--- config.mk ---
export PLATFORM = sky130hd
export DESIGN_NAME = hds_lcg
export DESIGN_NICKNAME = d
export VERILOG_FILES = /design/src/rtl/hds_pkg.sv /design/src/rtl/hds_lcg.sv
export SDC_FILE = /design/constraint.sdc
export NUM_CORES = 1
export LEC_CHECK = 0
export BUFFER_PORTS_ARGS = -buffer_cell sky130_fd_sc_hd__buf_2
export CAP_MARGIN = 20
export CORE_UTILIZATION = 55
export DETAILED_ROUTE_END_ITERATION = 10
export PLACE_DENSITY = 0.72
export SLEW_MARGIN = 20
export SYNTH_ARGS = -nofsm -noshare
export SYNTH_HDL_FRONTEND = slang
export SYNTH_SLANG_ARGS = --single-unit
--- constraint.sdc ---
create_clock -name clk -period 12 [get_ports clk]
set_input_delay 1.8 -clock clk [delete_from_list [all_inputs] [get_ports clk]]
set_output_delay 1.8 -clock clk [all_outputs]
set_load 0.02 [all_outputs]
--- src/rtl/hds_pkg.sv ---
// ----------------------------------------------------------------------------
// hds_pkg
// Shared types and constants for the hemisphere direction sampler.
// ----------------------------------------------------------------------------
`default_nettype none

package hds_pkg;

  localparam int MAX_TRIES = 64;
  localparam int FRAC_BITS = 14;

  localparam int QW    = FRAC_BITS + 1;        // quotient width, q <= 2^FRAC_BITS
  localparam int NUMW  = 32 + FRAC_BITS + 1;   // (m << FRAC_BITS) + (len >> 1)
  localparam int TRY_W = $clog2(MAX_TRIES + 1);

  localparam logic [31:0] LCG_A_RESET = 32'd1151752134;
  localparam logic [31:0] LCG_B_RESET = 32'd2070363486;
  localparam logic [31:0] LCG_A_MUL   = 32'd1701532575;
  localparam logic [31:0] LCG_A_ADD   = 32'd571550083;
  localparam logic [31:0] LCG_B_MUL   = 32'd3145804233;
  localparam logic [31:0] LCG_B_ADD   = 32'd4178903934;
  localparam int          MIX_SHIFT   = 16;
  localparam logic [31:0] HALF_RANGE  = 32'h8000_0000;
  localparam logic [63:0] ONE_Q62     = 64'h4000_0000_0000_0000;

  typedef struct packed {
    logic signed [15:0] normal_x;
    logic signed [15:0] normal_y;
    logic signed [15:0] normal_z;
  } in_t;

  typedef struct packed {
    logic signed [15:0] dir_x;
    logic signed [15:0] dir_y;
    logic signed [15:0] dir_z;
    logic               flipped;
    logic               gave_up;
  } out_t;

  typedef struct packed {
    logic        start;
    logic        is_div;
    logic [63:0] rad;
    logic [31:0] mag;
    logic [31:0] len;
  } iter_req_t;

  typedef struct packed {
    logic          done;
    logic [31:0]   root;
    logic [QW-1:0] quot;
  } iter_rsp_t;

  typedef enum logic [3:0] {
    ST_IDLE,
    ST_DRAW,
    ST_SQ,
    ST_ACC,
    ST_CHECK,
    ST_SQRT,
    ST_DIVGO,
    ST_DIV,
    ST_DOTM,
    ST_DOTA,
    ST_FIN
  } state_t;

endpackage

`default_nettype wire

--- src/rtl/hds_lcg.sv ---
// ----------------------------------------------------------------------------
// hds_lcg
// Two 32-bit linear congruential generators mixed by shift and xor.
// ----------------------------------------------------------------------------
`default_nettype none

module hds_lcg (
  input  wire logic        clk,
  input  wire logic        rst_n,
  input  wire logic        step,
  output logic      [31:0] draw
);

  logic [31:0] a_r, a_nxt;
  logic [31:0] b_r, b_nxt;

  assign a_nxt = a_r * hds_pkg::LCG_A_MUL + hds_pkg::LCG_A_ADD;
  assign b_nxt = b_r * hds_pkg::LCG_B_MUL + hds_pkg::LCG_B_ADD;
  // draw is taken from the advanced generators
  assign draw  = (a_nxt << hds_pkg::MIX_SHIFT) ^ b_nxt;

  always_ff @(posedge clk) begin
    if (!rst_n) begin
      a_r <= hds_pkg::LCG_A_RESET;
      b_r <= hds_pkg::LCG_B_RESET;
    end else if (step) begin
      a_r <= a_nxt;
      b_r <= b_nxt;
    end
  end

endmodule

`default_nettype wire

==> metrics, run 1 <==
Post-CTS Setup Inserts 0; DRT Pass-1 Iters 8; Initial Utilization 56.3%; Req. time, crit path 10,200 ps; area grow syn2layout 4.27%; Die Width 152 um; Total GRT Usage 26.9%; Slowest cell on crit path dfxtp_1; run status complete, but fails checks; R2R depth 21; setup TNS 0 ps; post-layout net count 1,763; top cell type's share of synthesized area 31.1%; #FFs+latches synth 47; cts hold-fix bufs 0; CTS tree built; Rows 54; chip height 152 um; total clock sinks 47; maximum clock rate 110 MHz; Gate Count Post-Synth 1,276; Worst EP arrival 7270 ps; routability-driven placement congestion ratio 0.986; Tmin final 9070 ps; Synth cell types 60; initial antenna violation count 0; Via density 5.38; post-CTS sizing 0; Worst Hold Class flip-flop to flip-flop; deepest clock path buffer count 2; non-filler instance count after layout 1,573; antenna cell count 0; fin worst setup slack 2930 ps; Hold Path Origin a_r[15]; GRT Residual Overflow 0; slowest stage delay, CP 570 ps; drt wl/cell 18.3 um; detailed placer's ending HPWL 24,700 um; worst setup path class flip-flop to output pin; CTS H-tree depth 2; Residual DRC 2; CP cell instances fa_1 > ha_1 > fa_1 > inv_1 > fa_1 > fa_1 > fa_1 > inv_1 > fa_1 > inv_1 > fa_1 > inv_1 > ha_1 > nand4_1 > a2111oi_2 > nand2_1 > a21oi_2 > o211ai_2 > nor3b_2 > xnor2_1 > xnor2_1 > buf_2; Skew-Pair Late Insertion Delay 310 ps; Hold Path End a_r[15]; die area 0.0231 mm^2; Yosys top cell by area fa_1; pin count of the biggest net entering global routing 61; Slew Limit Fails 0; r2r setup slk 5270 ps; post-route ant nets 0; failing checks design-rule violations; RR Startpoint b_r[18]; I/O pins 35; number of global-route vias before repair 9,176; placed cell areas 0.0127 mm^2; Core Area 0.0220 mm^2; number of synthesized flops with an enable pin 0; global-route wire length before repair 48,000 um; Layout fillers 1,895; Final Skew 4.53 ps; ys flop type dfxtp_1; ys async rst share 0%; layout cell share with drive strength beyond 1 4.80%; IO buf count 33; RSZ-0062 raised after global routing no; Iter 0 DRT Violations 376; final hold violation count 0; leading cell types by total area after synthesis fa_1, ha_1, inv_1; Yosys warning count 0; Synth Cell Area 0.0124 mm^2; hold path cells 2; CP startpoint kind flip-flop; Inst Count DP 1,565; TritonCTS Buffers 5; R2R Path End b_r[31]; Worst-Margin Slew 959 ps; Slew headroom 36.0%; max cap viols 0; Crit. End Element output pin; Root Buffer clkbuf_16; CP max FO 8; Mapped Avg Cell Area 9.69 um^2; Routed WL 28,800 um; via count 8,464; period utilization 75.6%; Final Instance Area 0.0129 mm^2; endpoints failing setup 0; Reg clk slew, reported paths 80 ps; CP dominant cell by count fa_1; DP Worst Slack 3280 ps; share of the yosys chip area belonging to registers 7.61%
==> worst max-delay path by stage <==
stage	start	endpoint	slack [ps]	cells after the start
after floorplan	b_r[18]	draw[31]	3900	21
after global routing	b_r[18]	draw[31]	2520	22
after detailed placement	b_r[18]	draw[31]	3280	22
after global placement	b_r[17]	draw[31]	3500	22
final	b_r[18]	draw[31]	2930	22
after CTS	b_r[18]	draw[31]	2920	22
==> stage by stage <==
step           hold WS [ps]  utilization [%]
6_report                484             58.7
5_1_grt                 527             58.7
4_1_cts                 484             58.7
2_1_floorplan           447                -
3_5_place_dp            473             57.9
3_3_place_gp            471             57.9
==> cell usage after synthesis, types with 8 or more instances <==
| cell | count |
|---|---|
| fa_1 | 192 |
| o21ai_1 | 10 |
| o21ai_0 | 19 |
| a21oi_1 | 34 |
| a21o_1 | 14 |
| nor2_1 | 42 |
| inv_1 | 331 |
| clkbuf_1 | 13 |
| nand2b_1 | 9 |
| ha_1 | 276 |
| nand3_1 | 14 |
| nor3_1 | 8 |
| dfxtp_1 | 47 |
| xnor2_1 | 84 |
| o211ai_1 | 10 |
| mux2i_1 | 11 |
| buf_4 | 17 |
| xor2_1 | 18 |
| nand2_1 | 42 |
==> registers in the layout, summed over array words and instances (netlist names) <==
name  flops
b_r      31
a_r      16
==> cell families (layout without fill, tap and decap cells) <==
logic type	after synthesis	in the layout	synth area share, %
xor gates and xnor gates	104	104	7.59
other	2	8	0.0607
adders and majority gates	468	468	59.0
DFF	47	47	7.61
AOI/OAI and AO/OA	133	133	7.28
and+or+nand+nor	146	146	5.73
muxes	12	12	0.981
buffers and inverters	364	375	11.7
==> worst max-delay path: cells and delay by family (launching register included) <==
family	cells	cell delay, ps
fa+ha+maj	9	4190
compound gates	3	800
flops	1	570
xor+xnor	2	500
simple gates	3	470
buf+inv	5	440
==> per-layer routing <==
metal  GRT usage (%)  share of wire (%)
met1            33.7                 43
met2            47.0                 48
met3            2.97                4.0
met4            11.7                4.5
met5               0                  0
==> cell usage in the layout, fill, tap and decap left out, types with 2 or more instances in the layout <==
cell,Yosys,final
inv_1,331,331
conb_1,2,8
a31oi_1,4,4
mux2i_1,11,11
a21o_1,14,14
or3_1,4,4
xor2_1,18,18
nand3b_1,2,2
nand2_1,42,42
a211oi_1,5,5
nand4_1,3,3
nand2b_1,9,9
nor3b_2,2,2
o211ai_1,10,10
clkbuf_16,0,5
nand3_1,14,14
o21ai_0,19,19
ha_1,276,276
a211o_1,7,7
dfxtp_1,47,47
o31ai_1,2,2
xnor2_1,84,84
nor3_1,8,8
xnor3_1,2,2
a21oi_2,2,2
o21bai_1,2,2
o21a_1,5,5
buf_4,17,3
nor2b_1,7,7
fa_1,192,192
a31o_1,2,2
nor2_1,42,42
buf_2,0,33
a211oi_2,2,2
o21ai_2,2,2
a21oi_1,34,34
and4_1,2,2
o21ai_1,10,10
and3_1,4,4
==> area by class of cell <==
cell class	instances	area, um^2	share of cell area, %
sequential	47	941	7.30
clock inverter	2	38.8	0.301
timing repair buffer	36	188	1.46
inverter	331	1240	9.64
clock buffer	6	139	1.08
multi-input combinational	871	10000	77.5
tap	280	350	2.72
Power of run 1 is left out: the tool's default activity adds up to more than one toggle a clock period on the data nets, which glitch-free logic cannot reach.
==> run 2, diff against run 1 <==
--- a/config.mk
+++ b/config.mk
@@ -9,7 +9,7 @@
 export CAP_MARGIN = 20
 export CORE_UTILIZATION = 55
 export DETAILED_ROUTE_END_ITERATION = 10
-export PLACE_DENSITY = 0.72
+export PLACE_DENSITY = 0.74
 export SLEW_MARGIN = 20
 export SYNTH_ARGS = -nofsm -noshare
 export SYNTH_HDL_FRONTEND = slang
==> constraint.sdc (replaced) <==
create_clock -name clk -period 8 [get_ports clk]
set_input_delay 1.2 -clock clk [delete_from_list [all_inputs] [get_ports clk]]
set_output_delay 1.2 -clock clk [all_outputs]
set_load 0.02 [all_outputs]
==> run 2 against run 1 <==
  * The run ends with design-rule violations, negative setup slack left
  * Count of clock-buffer cells in the layout decreased by 1
  * Critical path depth unchanged
  * Register-to-register slack got worse by 3800 ps
==> metrics, run 2 (synthesized netlist as in run 1, its figures left out) <==
run status complete, but fails checks; failing checks design-rule violations, negative setup slack; slowest stage delay, CP 600 ps (+30 ps); commonest non-fill, non-tap cell in the layout inv_1; fin worst setup slack -4.23 ps (-2930 ps); Die Width 152 um (unchanged); final hold violation count 0 (unchanged); routability-driven placement congestion ratio 0.962 (-2.4%); placed cell areas 0.0130 mm^2 (+2.1%); cts hold-fix bufs 0 (unchanged); chip height 152 um (unchanged); Crit. End Element output pin; Slew headroom 34.3% (-1.7 points); drt wl/cell 19.0 um (+3.6%); IO buf count 33 (unchanged); pin count of the biggest net entering global routing 61 (unchanged); global-route wire length before repair 50,200 um (+4.6%); CP cell instances fa_1 > ha_4 > fa_1 > inv_1 > fa_1 > fa_1 > fa_1 > inv_1 > fa_1 > inv_1 > fa_1 > inv_1 > ha_4 > nand4_1 > a2111oi_4 > a221oi_2 > or3b_4 > o211ai_2 > nor3b_2 > xnor2_1 > xnor2_1 > buf_2; antenna cell count 0 (unchanged); DRT Pass-1 Iters 8 (unchanged); Worst Hold Class flip-flop to flip-flop; Total GRT Usage 28.2% (+1.3 points); Iter 0 DRT Violations 459 (+22%); non-filler instance count after layout 1,623 (+3.2%); Residual DRC 2 (unchanged); Layout fillers 1,763 (-7.0%); endpoints failing setup 1 (+1); worst setup path class flip-flop to output pin; period utilization 100%; initial antenna violation count 0 (unchanged); layout cell share with drive strength beyond 1 11.7% (+6.9 points); Inst Count DP 1,601 (+2.3%); post-layout net count 1,813 (+2.8%); most frequent cells in the layout inv_1, ha_1, fa_1, xnor2_1, buf_4; CP max FO 4 (-4); Via density 5.47 (+1.6%); detailed placer's ending HPWL 26,000 um (+5.1%); post-route ant nets 0 (unchanged); Req. time, crit path 6800 ps (-3400 ps); RSZ-0062 raised after global routing yes; worst hold slack 489 ps (+4.92 ps); die area 0.0231 mm^2 (unchanged); Rows 54 (unchanged); Worst-Margin Slew 984 ps (+24.9 ps); Skew-Pair Late Insertion Delay 320 ps (about the same); CTS H-tree depth 2 (unchanged); Slowest cell on crit path fa_1; Initial Utilization 56.3% (unchanged); leading registers by flop count b_r (31), a_r (16); via count 8,871 (+4.8%); deepest clock path buffer count 2 (unchanged); Largest Register b_r; Final Instance Area 0.0135 mm^2 (+4.9%); Tmin final 8000 ps; Final Skew 14.3 ps (+9.78 ps); max reg flops 31 (unchanged); Slew Limit Fails 0 (unchanged); DP Worst Slack 70.7 ps (-3210 ps); Reg clk slew, reported paths 90 ps (about the same); CP startpoint kind flip-flop; Core Area 0.0220 mm^2 (unchanged); CP dominant cell by count fa_1; Routed WL 30,800 um (+6.9%); GRT Residual Overflow 0 (unchanged); max cap viols 0 (unchanged); Worst EP arrival 6800 ps (-470 ps); total clock sinks 47 (unchanged); CTS tree built; I/O pins 35 (unchanged); TritonCTS Buffers 5 (unchanged); area grow syn2layout 9.42%; Root Buffer clkbuf_16; number of global-route vias before repair 9,493 (+3.5%); maximum clock rate 125 MHz
run 2: cell types whose count changed in the layout (fill, tap and decap cells not counted), sizes merged:
cell | before | now
clkbuf | 6 | 5
buf | 36 | 86
clkinv | 0 | 2
inv | 332 | 331
run 2: path summary, 6_finish.rpt:
check                           depth (start not counted)       end  slack (ps)  startpoint
worst max register to register                         23   b_r[31]        1480     b_r[18]
worst min-delay path                                    2   a_r[15]         490     a_r[15]
worst min register to register                          2   a_r[15]         490     a_r[15]
worst max-delay path                                   22  draw[31]          -4     b_r[18]
run 2: layout make-up:
class / instances / area, um^2 / area share, %
clock inverter: 3 / 43.8 / 0.324
tap: 280 / 350 / 2.59
sequential: 47 / 965 / 7.13
clock buffer: 5 / 125 / 0.925
multi-input combinational: 871 / 10200 / 75.6
inverter: 331 / 1240 / 9.18
timing repair buffer: 86 / 576 / 4.25
run 2: metrics by stage:
stage               utilization [%]  setup TNS [ps]
CTS                            60.5           -18.5
global route                   61.6            -534
floorplan                         -               0
finish                         61.6           -4.23
global placement               59.1               0
detailed placement             59.1               0
run 2: repair_timing:
item / CTS / global route
setup endpoints to repair: 5 / 11
hold endpoints to repair: 0 / 0
pin swaps: 16 / 23
setup buffers: 5 / 9
resized for setup: 24 / 36
run 2: layer usage:
| metal | global-route usage, % | share of wire, % |
|---|---|---|
| met3 | 3.28 | 5.0 |
| met2 | 48.4 | 49 |
| met5 | 0 | 0 |
| met4 | 9.62 | 3.5 |
| met1 | 36.9 | 43 |
run 2: worst max-delay path: cells and delay by family (launching register included):
| kind | cells | cell delay, ps |
|---|---|---|
| AO/OA/AOI/OAI | 3 | 480 |
| adder cells (fa/ha/maj) | 9 | 4010 |
| buffers and inverters | 5 | 460 |
| flip-flops | 1 | 340 |
| XOR/XNOR | 2 | 440 |
| AND/OR/NAND/NOR | 3 | 780 |
Power of run 2 is left out for the same reason.
==> run 3, diff against run 2 <==
--- a/config.mk
+++ b/config.mk
@@ -10,6 +10,7 @@
 export CORE_UTILIZATION = 55
 export DETAILED_ROUTE_END_ITERATION = 10
 export PLACE_DENSITY = 0.74
+export REMOVE_ABC_BUFFERS = 1
 export SLEW_MARGIN = 20
 export SYNTH_ARGS = -nofsm -noshare
 export SYNTH_HDL_FRONTEND = slang
==> run 3 against run 2 <==
  * The flow finishes with violations (design-rule violations)
  * Via count shrank 2.4%
  * Register-to-register slack about the same
  * Maximum frequency grew 0.51%
  * Cell area down 1.0%
  * Critical endpoint unchanged
  * Wire length down 6.6%
==> metrics, run 3 (synthesized netlist as in run 1, its figures left out) <==
Worst EP arrival 6760 ps (-40 ps); drt wl/cell 17.9 um (-5.7%); Worst Hold Class flip-flop to flip-flop; Routed WL 28,800 um (-6.6%); deepest clock path buffer count 2 (unchanged); Layout fillers 1,772 (+0.51%); period utilization 99.5% (-0.51 points); TritonCTS Buffers 5 (unchanged); post-layout net count 1,799 (-0.77%); post-route ant nets 0 (unchanged); commonest non-fill, non-tap cell in the layout inv_1; global-route wire length before repair 46,500 um (-7.4%); Initial Utilization 56.3% (unchanged); max reg flops 31 (unchanged); Root Buffer clkbuf_16; pin count of the biggest net entering global routing 61 (unchanged); Req. time, crit path 6800 ps (about the same); total clock sinks 47 (unchanged); worst hold slack 497 ps (+8.05 ps); antenna cell count 0 (unchanged); run status complete, but fails checks; max cap viols 0 (unchanged); via count 8,656 (-2.4%); IO buf count 33 (unchanged); RSZ-0062 raised after global routing yes; Total GRT Usage 26.1% (-2.1 points); area grow syn2layout 8.31%; CP startpoint kind flip-flop; maximum clock rate 126 MHz (+0.51%); CTS tree built; Final Skew 7.15 ps (-7.15 ps); routability-driven placement congestion ratio 0.909 (-5.6%); Iter 0 DRT Violations 427 (-7.0%); CP max FO 2 (-2); Via density 5.38 (-1.5%); Rows 54 (unchanged); Crit. End Element output pin; Slowest cell on crit path fa_2; fin worst setup slack 36.4 ps (+40.6 ps); Core Area 0.0220 mm^2 (unchanged); CP cell instances fa_2 > ha_4 > fa_1 > inv_1 > fa_1 > fa_1 > fa_1 > inv_1 > fa_1 > inv_1 > fa_1 > inv_1 > ha_4 > nand4_1 > a2111oi_4 > a221oi_2 > or3b_4 > o211ai_2 > nor3b_4 > xnor2_2 > xnor2_1 > buf_2; final hold violation count 0 (unchanged); CP dominant cell by count fa_1; Residual DRC 1 (-1); CTS H-tree depth 2 (unchanged); initial antenna violation count 0 (unchanged); GRT Residual Overflow 0 (unchanged); die area 0.0231 mm^2 (unchanged); layout cell share with drive strength beyond 1 9.86% (-1.8 points); setup TNS 0 ps (+4.23 ps); DRT Pass-1 Iters 8 (unchanged); endpoints failing setup 0 (-1); I/O pins 35 (unchanged); Die Width 152 um (unchanged); detailed placer's ending HPWL 24,300 um (-6.6%); chip height 152 um (unchanged); DP Worst Slack 204 ps (+133 ps); Skew-Pair Late Insertion Delay 310 ps (about the same); Slew headroom 34.3% (-0.083 points); worst setup path class flip-flop to output pin; most frequent cells in the layout inv_1, ha_1, fa_1, xnor2_1; number of global-route vias before repair 9,102 (-4.1%); slowest stage delay, CP 620 ps (+20 ps); Largest Register b_r; failing checks design-rule violations; Worst-Margin Slew 985 ps (+1.24 ps); Slew Limit Fails 0 (unchanged); Final Core Density 61.0% (-0.63 points); Tmin final 7960 ps (-40.6 ps); Crit path max-delay family adder cells; critical path buffer and inverter count 5 (unchanged); Reg clk slew, reported paths 70 ps (-20 ps); leading registers by flop count b_r (31), a_r (16)
run 3: changes by cell type in the layout (fill, tap and decap cells not counted), moves of 2 or more:
cell     previous run  this run
buf_4              53        42
buf_6               2         0
inv_2               3         0
dfxtp_2            10         8
dfxtp_1            34        36
inv_1             328       331
run 3: path summary, 6_finish.rpt:
check,from,end,slack [ps],cells past startpoint
hold / removal,a_r[15],a_r[15],500,2
setup reg to reg,b_r[17],b_r[27],1480,22
hold reg to reg,a_r[15],a_r[15],500,2
setup / recovery,b_r[17],draw[31],40,22
run 3: final cells by class:
class	instances	area, um^2	area share (%)
clock buffer	6	129	0.962
clock inverter	1	30.0	0.224
inverter	331	1240	9.28
multi-input combinational	871	10200	76.3
sequential	47	962	7.18
tap	280	350	2.62
timing repair buffer	72	465	3.48
run 3: metal layers:
layer | up-vias | GRT usage, % | share of wire, %
li1 | 4090 | - | -
met1 | 4283 | 33.6 | 43
met2 | 228 | 45.3 | 49
met3 | 55 | 3.02 | 4.4
met4 | 0 | 9.38 | 3.3
met5 | - | 0 | 0
run 3: tightest hold or removal path: stages (launching register included):
cell and delay (ps):
dfxtp_1 330, nand2_1 70, a21oi_1 60
run 3: repair_timing:
item / CTS / global route
setup buffers: 0 / 5
resized for setup: 10 / 44
hold buffers: 0 / 0
setup endpoints to repair: 8 / 11
pin swaps: 3 / 13
run 3: per-stage QoR:
stage	cells	cell area, um^2
after global routing	1608	13400
after CTS	1603	13100
after floorplan	1249	12200
after global placement	1596	12900
after detailed placement	1596	12900
final	1608	13400
Power of run 3 is left out for the same reason.
